===== config.mk =====
export PLATFORM = sky130hd
export DESIGN_NAME = mmio_write_doorbell_match_table_core
export DESIGN_NICKNAME = d
export VERILOG_FILES = /design/src/hw/rtl/dbm_pkg.sv /design/src/hw/rtl/dbm_ram.sv /design/src/hw/rtl/dbm_cmp.sv /design/src/hw/rtl/mmio_write_doorbell_match_table_core.sv
export SDC_FILE = /design/constraint.sdc
export NUM_CORES = 2
export LEC_CHECK = 0
export BUFFER_PORTS_ARGS = -buffer_cell sky130_fd_sc_hd__buf_2
export CELL_PAD_IN_SITES_DETAIL_PLACEMENT = 1
export CELL_PAD_IN_SITES_GLOBAL_PLACEMENT = 1
export CORE_MARGIN = 2
export CORE_UTILIZATION = 60
export CTS_CLUSTER_DIAMETER = 120
export DETAILED_ROUTE_END_ITERATION = 10
export PLACE_DENSITY_LB_ADDON = 0.1
export SLEW_MARGIN = 20
export SYNTH_ARGS = -nofsm -noshare
export SYNTH_HDL_FRONTEND = slang
export SYNTH_HIERARCHICAL = 1
export SYNTH_SLANG_ARGS = --single-unit

===== constraint.sdc =====
create_clock -name clk -period 37.7 [get_ports clk]
set_input_delay 7.54 -clock clk [delete_from_list [all_inputs] [get_ports clk]]
set_output_delay 7.54 -clock clk [all_outputs]
set_load 0.1 [all_outputs]

===== src/hw/rtl/dbm_pkg.sv =====
// Package for the doorbell match table: table size, field codes and the
// request, response, table entry and compare result types.
// Depends on nothing; dbm_cmp, the core and dbm_chk use it.
package dbm_pkg;

  localparam int TABLE_ENTRIES = 16;
  localparam int IDX_W = (TABLE_ENTRIES > 1) ? $clog2(TABLE_ENTRIES) : 1;
  localparam int CNT_W = $clog2(TABLE_ENTRIES + 1);

  localparam logic [1:0] KIND_ASSIGN   = 2'd0;
  localparam logic [1:0] KIND_DEASSIGN = 2'd1;
  localparam logic [1:0] KIND_MMIO     = 2'd2;

  localparam logic [2:0] ST_OK       = 3'd0;
  localparam logic [2:0] ST_INVALID  = 3'd1;
  localparam logic [2:0] ST_CONFLICT = 3'd2;
  localparam logic [2:0] ST_FULL     = 3'd3;
  localparam logic [2:0] ST_SOFTWARE = 3'd4;

  typedef struct packed {
    logic [1:0]  kind;
    logic [15:0] notifier_id;
    logic [63:0] addr;
    logic [7:0]  space;
    logic [3:0]  length;
    logic [63:0] data;
    logic        data_match;
    logic        is_write;
  } in_t;

  typedef struct packed {
    logic [2:0]  status;
    logic        notify;
    logic [15:0] hit_notifier;
    logic [63:0] ack_data;
  } out_t;

  typedef struct packed {
    logic [63:0] addr;
    logic [7:0]  space;
    logic [3:0]  len;
    logic [63:0] data;
    logic        wild;
    logic [15:0] notifier;
  } entry_t;

  localparam int ENTRY_W = $bits(entry_t);

  typedef struct packed {
    logic conflict;
    logic hit;
    logic nid_eq;
  } cmp_t;

endpackage


===== src/hw/rtl/dbm_ram.sv =====
// Generic single-write, single-read RAM with a registered read port.
// Depends on nothing.
module dbm_ram #(
  parameter int WIDTH = 8,
  parameter int DEPTH = 16,
  localparam int AW = (DEPTH > 1) ? $clog2(DEPTH) : 1
) (
  input  logic             clk,
  input  logic             we,
  input  logic [AW-1:0]    waddr,
  input  logic [WIDTH-1:0] wdata,
  input  logic             re,
  input  logic [AW-1:0]    raddr,
  output logic [WIDTH-1:0] rdata
);

  logic [WIDTH-1:0] mem [DEPTH];

  always_ff @(posedge clk) begin
    if (we) begin
      mem[waddr] <= wdata;
    end
    if (re) begin
      rdata <= mem[raddr];
    end
  end

endmodule


===== src/hw/rtl/dbm_cmp.sv =====
// Shared compare unit: tests one table entry against the current word for
// an assign conflict, an mmio write hit and a notifier match. Uses dbm_pkg.
module dbm_cmp (
  input  dbm_pkg::entry_t ent,
  input  dbm_pkg::in_t    cur,
  output dbm_pkg::cmp_t   res
);

  logic key_eq;
  logic data_eq;
  logic len_eq;

  always_comb begin
    key_eq  = (ent.addr == cur.addr) && (ent.space == cur.space);
    data_eq = (ent.data == cur.data);
    len_eq  = (ent.len == cur.length);
    res.nid_eq   = (ent.notifier == cur.notifier_id);
    res.conflict = res.nid_eq && key_eq &&
                   ((ent.len == 4'd0) || (cur.length == 4'd0) ||
                    (len_eq && (ent.wild || !cur.data_match || data_eq)));
    res.hit      = key_eq &&
                   ((ent.len == 4'd0) || (len_eq && (ent.wild || data_eq)));
  end

endmodule


===== src/hw/rtl/mmio_write_doorbell_match_table_core.sv =====
// Top level of the doorbell match table: sequencer, table RAM and compare unit.
// Depends on dbm_pkg, dbm_ram and dbm_cmp.
//
// A word is taken when start is high and busy is low, and its result appears
// on rsp for exactly one cycle with done high. The receiver cannot hold a result
// off and must take it in that cycle. Invalid assigns, mmio reads and unused
// kinds finish straight from idle, with done in the cycle after the word is
// taken. Assigns and mmio writes scan the table in order, one entry per cycle
// through the single read port of the table RAM. A deassign scans the same
// way and then moves each later entry down by one, one entry per cycle.
module mmio_write_doorbell_match_table_core (
  input  logic          clk,
  input  logic          rst,
  input  logic          start,
  output logic          busy,
  input  dbm_pkg::in_t  req,
  output logic          done,
  output dbm_pkg::out_t rsp
);

  typedef enum logic [2:0] {
    S_IDLE  = 3'b001,
    S_SCAN  = 3'b010,
    S_SHIFT = 3'b100
  } state_t;

  state_t state, state_next;
  dbm_pkg::in_t cur, cur_next;
  dbm_pkg::out_t rsp_next;
  logic done_next;
  logic [dbm_pkg::CNT_W-1:0] count, count_next;
  logic [dbm_pkg::CNT_W-1:0] rd_idx, rd_idx_next;
  logic [dbm_pkg::IDX_W-1:0] pos, pos_next;
  logic cmp_vld, cmp_vld_next;

  logic re, we;
  logic [dbm_pkg::IDX_W-1:0] raddr, waddr;
  logic [dbm_pkg::ENTRY_W-1:0] wdata, rdata;
  dbm_pkg::entry_t rd_ent, new_ent;
  dbm_pkg::cmp_t cmp;

  logic len_ok, ovf, matched, more;
  logic [64:0] end_addr;

  dbm_ram #(
    .WIDTH (dbm_pkg::ENTRY_W),
    .DEPTH (dbm_pkg::TABLE_ENTRIES)
  ) u_ram (
    .clk   (clk),
    .we    (we),
    .waddr (waddr),
    .wdata (wdata),
    .re    (re),
    .raddr (raddr),
    .rdata (rdata)
  );

  assign rd_ent = dbm_pkg::entry_t'(rdata);

  dbm_cmp u_cmp (
    .ent (rd_ent),
    .cur (cur),
    .res (cmp)
  );

  assign busy = (state != S_IDLE);

  always_comb begin
    len_ok   = req.length inside {4'd0, 4'd1, 4'd2, 4'd4, 4'd8};
    end_addr = {1'b0, req.addr} + {61'd0, req.length};
    ovf      = end_addr[64];
    more     = (rd_idx < count);
    case (cur.kind)
      dbm_pkg::KIND_ASSIGN:   matched = cmp_vld && cmp.conflict;
      dbm_pkg::KIND_DEASSIGN: matched = cmp_vld && cmp.nid_eq;
      default:                matched = cmp_vld && cmp.hit;
    endcase
    new_ent.addr     = cur.addr;
    new_ent.space    = cur.space;
    new_ent.len      = cur.length;
    new_ent.data     = cur.data_match ? cur.data : 64'd0;
    new_ent.wild     = !cur.data_match;
    new_ent.notifier = cur.notifier_id;
  end

  always_comb begin
    state_next   = state;
    cur_next     = cur;
    rsp_next     = rsp;
    done_next    = 1'b0;
    count_next   = count;
    rd_idx_next  = rd_idx;
    pos_next     = pos;
    cmp_vld_next = cmp_vld;
    re           = 1'b0;
    raddr        = rd_idx[dbm_pkg::IDX_W-1:0];
    we           = 1'b0;
    waddr        = pos;
    wdata        = rdata;
    case (state)
      S_IDLE: begin
        if (start) begin
          cur_next     = req;
          rd_idx_next  = '0;
          cmp_vld_next = 1'b0;
          rsp_next     = '0;
          case (req.kind)
            dbm_pkg::KIND_ASSIGN: begin
              if (!len_ok || ovf || ((req.length == 4'd0) && req.data_match)) begin
                rsp_next.status = dbm_pkg::ST_INVALID;
                done_next       = 1'b1;
              end else begin
                state_next = S_SCAN;
              end
            end
            dbm_pkg::KIND_DEASSIGN: begin
              state_next = S_SCAN;
            end
            dbm_pkg::KIND_MMIO: begin
              if (req.is_write) begin
                state_next = S_SCAN;
              end else begin
                rsp_next.status = dbm_pkg::ST_SOFTWARE;
                done_next       = 1'b1;
              end
            end
            default: begin
              rsp_next.status = dbm_pkg::ST_INVALID;
              done_next       = 1'b1;
            end
          endcase
        end
      end
      S_SCAN: begin
        if (matched) begin
          cmp_vld_next = 1'b0;
          case (cur.kind)
            dbm_pkg::KIND_ASSIGN: begin
              rsp_next.status = dbm_pkg::ST_CONFLICT;
              done_next       = 1'b1;
              state_next      = S_IDLE;
            end
            dbm_pkg::KIND_DEASSIGN: begin
              state_next = S_SHIFT;
            end
            default: begin
              rsp_next.status       = dbm_pkg::ST_OK;
              rsp_next.notify       = 1'b1;
              rsp_next.hit_notifier = rd_ent.notifier;
              rsp_next.ack_data     = cur.data;
              done_next             = 1'b1;
              state_next            = S_IDLE;
            end
          endcase
        end else if (more) begin
          re           = 1'b1;
          rd_idx_next  = rd_idx + 1'b1;
          cmp_vld_next = 1'b1;
          pos_next     = rd_idx[dbm_pkg::IDX_W-1:0];
        end else begin
          cmp_vld_next = 1'b0;
          done_next    = 1'b1;
          state_next   = S_IDLE;
          case (cur.kind)
            dbm_pkg::KIND_ASSIGN: begin
              if (count >= dbm_pkg::CNT_W'(dbm_pkg::TABLE_ENTRIES)) begin
                rsp_next.status = dbm_pkg::ST_FULL;
              end else begin
                we              = 1'b1;
                waddr           = count[dbm_pkg::IDX_W-1:0];
                wdata           = new_ent;
                count_next      = count + 1'b1;
                rsp_next.status = dbm_pkg::ST_OK;
              end
            end
            dbm_pkg::KIND_DEASSIGN: begin
              rsp_next.status = dbm_pkg::ST_OK;
            end
            default: begin
              rsp_next.status = dbm_pkg::ST_SOFTWARE;
            end
          endcase
        end
      end
      S_SHIFT: begin
        if (cmp_vld) begin
          we       = 1'b1;
          pos_next = pos + 1'b1;
        end
        if (more) begin
          re           = 1'b1;
          rd_idx_next  = rd_idx + 1'b1;
          cmp_vld_next = 1'b1;
        end else begin
          cmp_vld_next = 1'b0;
          if (!cmp_vld) begin
            count_next      = count - 1'b1;
            rsp_next.status = dbm_pkg::ST_OK;
            done_next       = 1'b1;
            state_next      = S_IDLE;
          end
        end
      end
      default: begin
        state_next = S_IDLE;
      end
    endcase
  end

  always_ff @(posedge clk) begin
    if (rst) begin
      state   <= S_IDLE;
      count   <= '0;
      rd_idx  <= '0;
      cmp_vld <= 1'b0;
      done    <= 1'b0;
    end else begin
      state   <= state_next;
      count   <= count_next;
      rd_idx  <= rd_idx_next;
      cmp_vld <= cmp_vld_next;
      done    <= done_next;
    end
  end

  always_ff @(posedge clk) begin
    cur <= cur_next;
    rsp <= rsp_next;
    pos <= pos_next;
  end

endmodule


Word level (Yosys, flattened, before mapping)
Memories as Yosys holds them, arrays and structs flattened. A register that Yosys moved wholly into a read port is not among the register bits.
Index checks and enable logic that the tools add are counted.
- add/sub/neg operators: 5
- magnitude comparators: 2
- equality and inequality tests: 32
- mux-type cells: 75
- reductions and logical operators: 38
- operator list (operator ; number):
    $mux W157 ; 5
    $mux W81 ; 2
    $pmux W81 S2 ; 1
    $eq A64 B64 Y1 ; 2
    $mux W84 ; 1
    $add A64 B4 Y65 ; 1
    $mux W64 ; 1
    $mux W5 ; 9
    $mux W3 ; 13
    $pmux W3 S3 ; 4
    $mux W4 ; 8
    $ne A2 B2 Y1 const B ; 10
    $mux W1 ; 19
    $eq A16 B16 Y1 ; 1
    $pmux W5 S3 ; 1
    $reduce_and A7 Y1 ; 2
    $logic_not A4 Y1 ; 3
    $ne A3 B3 Y1 const B ; 4
    $pmux W3 S2 ; 2
    $add A5 B1 Y5 const B ; 2
    $logic_and A1 B1 Y1 ; 10
    $pmux W5 S2 ; 1
    $pmux W1 S3 ; 3
    $eq A8 B8 Y1 ; 1
    31 further kinds ; 46
- register bits after elaboration: 262
- memory bits (writable): 2512
- input bits: 163
- output and inout bits: 86
- logic and storage cells: 170
- memories kept: 1
- memories (name ; depth ; bits a word ; rd ports ; clocked after Yosys merged registers in ; wr ports ; line ; RTL):
    u_ram.mem ; 16 ; 157 ; 1 ; 1 ; 1 ; dbm_ram.sv:17 ; logic [WIDTH-1:0] mem [DEPTH];

Logic depth before layout (Yosys ltp)
- depth after elaboration: 12
- mapped depth: 17
- depth with buffers taken out: 14

Modules after synthesis
The synthesis kept the hierarchy.
- by module, submodules not included (module ; instances ; cells each ; area an instance (um^2) ; seq. area each (um^2)):
    dbm_ram ; 1 ; 4096 ; 98959.9 ; 80146.9
    mmio_write_doorbell_match_table_core ; 1 ; 852 ; 11468.5 ; 7747.4
    dbm_cmp ; 1 ; 218 ; 1750.4 ; 0.0

Worst setup path after synthesis
No wires, ideal clock.
- kind: register -> register
- from: register, netlist name cur[2]
- to: memory u_ram/mem[0][0] (netlist name), enable pin
- setup time: 0.866 ns
- arrival time: 13.829 ns
- data required time: 36.834 ns
- slack: 23.006 ns
- stages on the path, launching flop included: 17
- path buffers: 3
- clock period less this slack: 14.694 ns
- cells stage by stage: edfxtp_1 -> xor2_1 -> nor4_1 -> nand4_1 -> nor4_2 -> o21ai_1 -> a31oi_1 -> mux2_4 -> o211ai_2 -> and2_4 -> nand4_4 -> buf_6 -> buf_6 -> clkbuf_1 -> o21ai_0 -> or3b_2 -> nor3_1
- RTL lines (element ; line):
    to (decl) ; dbm_ram.sv:17

Worst setup path after layout
- from: input port req[122] (netlist name)
- to: register done
- cells in the longest elaborated chain, start to end: 7
- ends and longest elaborated chain (element ; line ; RTL):
    from (decl) ; mmio_write_doorbell_match_table_core.sv:16 ; input dbm_pkg::in_t req,
    $add A64 B4 Y65 ; mmio_write_doorbell_match_table_core.sv:70 ; end_addr = {1'b0, req.addr} + {61'd0, req.length};
    $logic_or A1 B1 Y1 (2 in series) ; mmio_write_doorbell_match_table_core.sv:109 ; if (!len_ok || ovf || ((req.length == 4'd0) && req.data_match)) begin
    $mux W1 ; mmio_write_doorbell_match_table_core.sv:109 ;
    $pmux W1 S3 ; mmio_write_doorbell_match_table_core.sv:107 ; case (req.kind)
    $mux W1 ; mmio_write_doorbell_match_table_core.sv:102 ; if (start) begin
    $pmux W1 S3 ; mmio_write_doorbell_match_table_core.sv:100 ; case (state)
    to (signal assigned) ; mmio_write_doorbell_match_table_core.sv:222 ; done <= done_next;
    to (decl) ; mmio_write_doorbell_match_table_core.sv:17 ; output logic done,
Every way passes these cells.
A chain may end at the register's enable or synchronous reset.

==> flow_metrics.tcl <==
set metrics [dict create \
    antenna_found_initial 5 \
    grt_pass1_vias 59600 \
    grt_pass1_wl_um 422000 \
    period_share_pct 28.5 \
    die_x_um 436 \
    die_h_um 436 \
    p_int_mw 5.22 \
    cts_resized 0 \
    path_class "in -> reg" \
    htreeDepth 5 \
    synth_area_per_cell_um2 21.7 \
    cts_root_buf "clkbuf_16" \
    cts_setup_buffers 0 \
    area_delta_synth_final_pct 12.4 \
    io_buffers 248 \
    finalSetupViolCount 0 \
    slew_headroom_pct 21.8 \
    cts_tree "yes" \
    syn_nets 5341 \
    slew_viol_final 0 \
    report.power.total_mw 6.56 \
    post_drt_wl_per_cell_um 35.1 \
    outcome "complete, no violations" \
    layout.nets 5799 \
    clk_latency_ps 950 \
    syn_area_um2 112000 \
    drt-pass1-iter-count 8 \
    die_area_um2 190000 \
    dpl.hpwl_um 154000 \
    synthCells 5165 \
    p_seq_share_pct 54.7 \
    layout-drive-gt1-share_pct 27.8 \
    p_switching_mw 1.34 \
    yosys_warnings 6 \
    cp-end-kind "register" \
    cts_hold_buffers 0 \
    clk_pin_slew_ps 60 \
    clockBufferDepth 4 \
    postRouteAntennaNets 0 \
    drt_first_iter_violations 6473 \
    routed_via_density 6.69 \
    overflow 0 \
    max_freq_ghz 0.0932 \
    cts_buffers 306 \
    start_util_pct 60.4 \
    clock_sinks 2931 \
    p_leak_nw 39.6 \
    startpoint_type "primary input" \
    combinationalPowerShare_pct 1.9 \
    grt_max_degree 124 \
    grt.total_usage_pct 31.0 \
    worstHoldPathType "reg -> reg" \
    drv_cap 0 \
    fp-row-count 158 \
    p_clk_share_pct 43.4 \
    ir_drop_v 0.0000578 \
    hold_violations 0 \
    skew_ps 63.1 \
    fin_crit_ps 10730 \
    design.core.area_um2 186000 \
    grt_setup_unrepaired "no" \
    pin_count 249 \
    critPathRequiredTime_ps 38500 \
    swShare_pct 20.4 \
    drc 0 \
    via_count 55600 \
    gp_congestion 0.762 \
    setup_tns_ps 0 \
    wl_um 292000 \
    nFillCells 14400 \
    worstMarginPinSlew_ps 1160 \
    crit_fanout 3 \
    crit_arrival_ps 11530 \
    p_per_area_nw_per_um2 52.0 \
]
-- registers in the layout (all words and copies together), names as in the netlist --
name         count
state            3
pos              4
count            5
done             1
rsp             84
cur            159
u_ram/mem     2512
u_ram/rdata    157
cmp_vld          1
rd_idx           5
-- stage by stage --
step	utilization, %	setup slack, ps	hold slack (ps)	area [um^2]	instances
after global placement	62.9	26240	468	117000	7795
after floorplan	-	23010	454	112000	5165
after global routing	67.9	27080	529	126000	8317
after CTS	67.9	27020	491	126000	8317
final	67.9	26970	489	126000	8318
after detailed placement	62.9	26090	486	117000	7795
-- power by group through the flow --
stage	clock network (mW)	logic [mW]	registers (mW)
after global placement	0	0.119	3.65
after detailed placement	0	0.122	3.65
after global routing	2.98	0.126	3.59
final	2.85	0.122	3.59
after CTS	2.88	0.123	3.59
after floorplan	0	0.0274	3.69
-- layer usage --
metal / track usage (%) / wire [um] / vias to the layer above
met3: 4.63 / 21300 / 563
met4: 11.0 / 10400 / 6
li1: - / - / 22400
met5: 0 / 39 / -
met2: 52.2 / 149000 / 2722
met1: 41.9 / 111000 / 29900
-- layout by cell type, fill, tap and decap left out, types with 28 or more instances in the layout --
cell	count
xnor2_1	29
buf_2	248
clkinv_2	62
edfxtp_1	2916
a22oi_1	274
mux4_2	592
nand2_1	272
buf_4	150
clkbuf_16	315
clkbuf_1	58
o21ai_0	77
mux2i_1	28
nor4_1	35
clkinv_1	57
and2_1	83
xor2_1	133
mux2_2	149
nand4_1	29
-- area by class of cell --
class,instances,area (um^2),area share [%]
clock buffer,373,8100,6.43
timing repair buffer,412,2650,2.10
tap,2480,3100,2.46
multi-input combinational,1959,23100,18.3
inverter,13,56.3,0.0447
clock inverter,149,1140,0.902
sequential,2931,87900,69.7
antenna,1,2.50,0.00199
-- worst paths after layout --
check             slack, ps               end  depth (start not counted)  startpoint
setup / recovery      26970              done                          7    req[122]
hold / removal          490          count[1]                          2    count[1]
setup reg to reg      28780  u_ram/mem[3][23]                         16     cur[15]
hold reg to reg         490          count[1]                          2    count[1]
-- critical path: stages --
cell and delay [ps]:
buf_2 110, nand4_1 350, nor4_1 1020, nand4_1 770
o21ai_0 1120, a22oi_1 290, o31ai_1 310
Power figures use the tool's default switching activity.
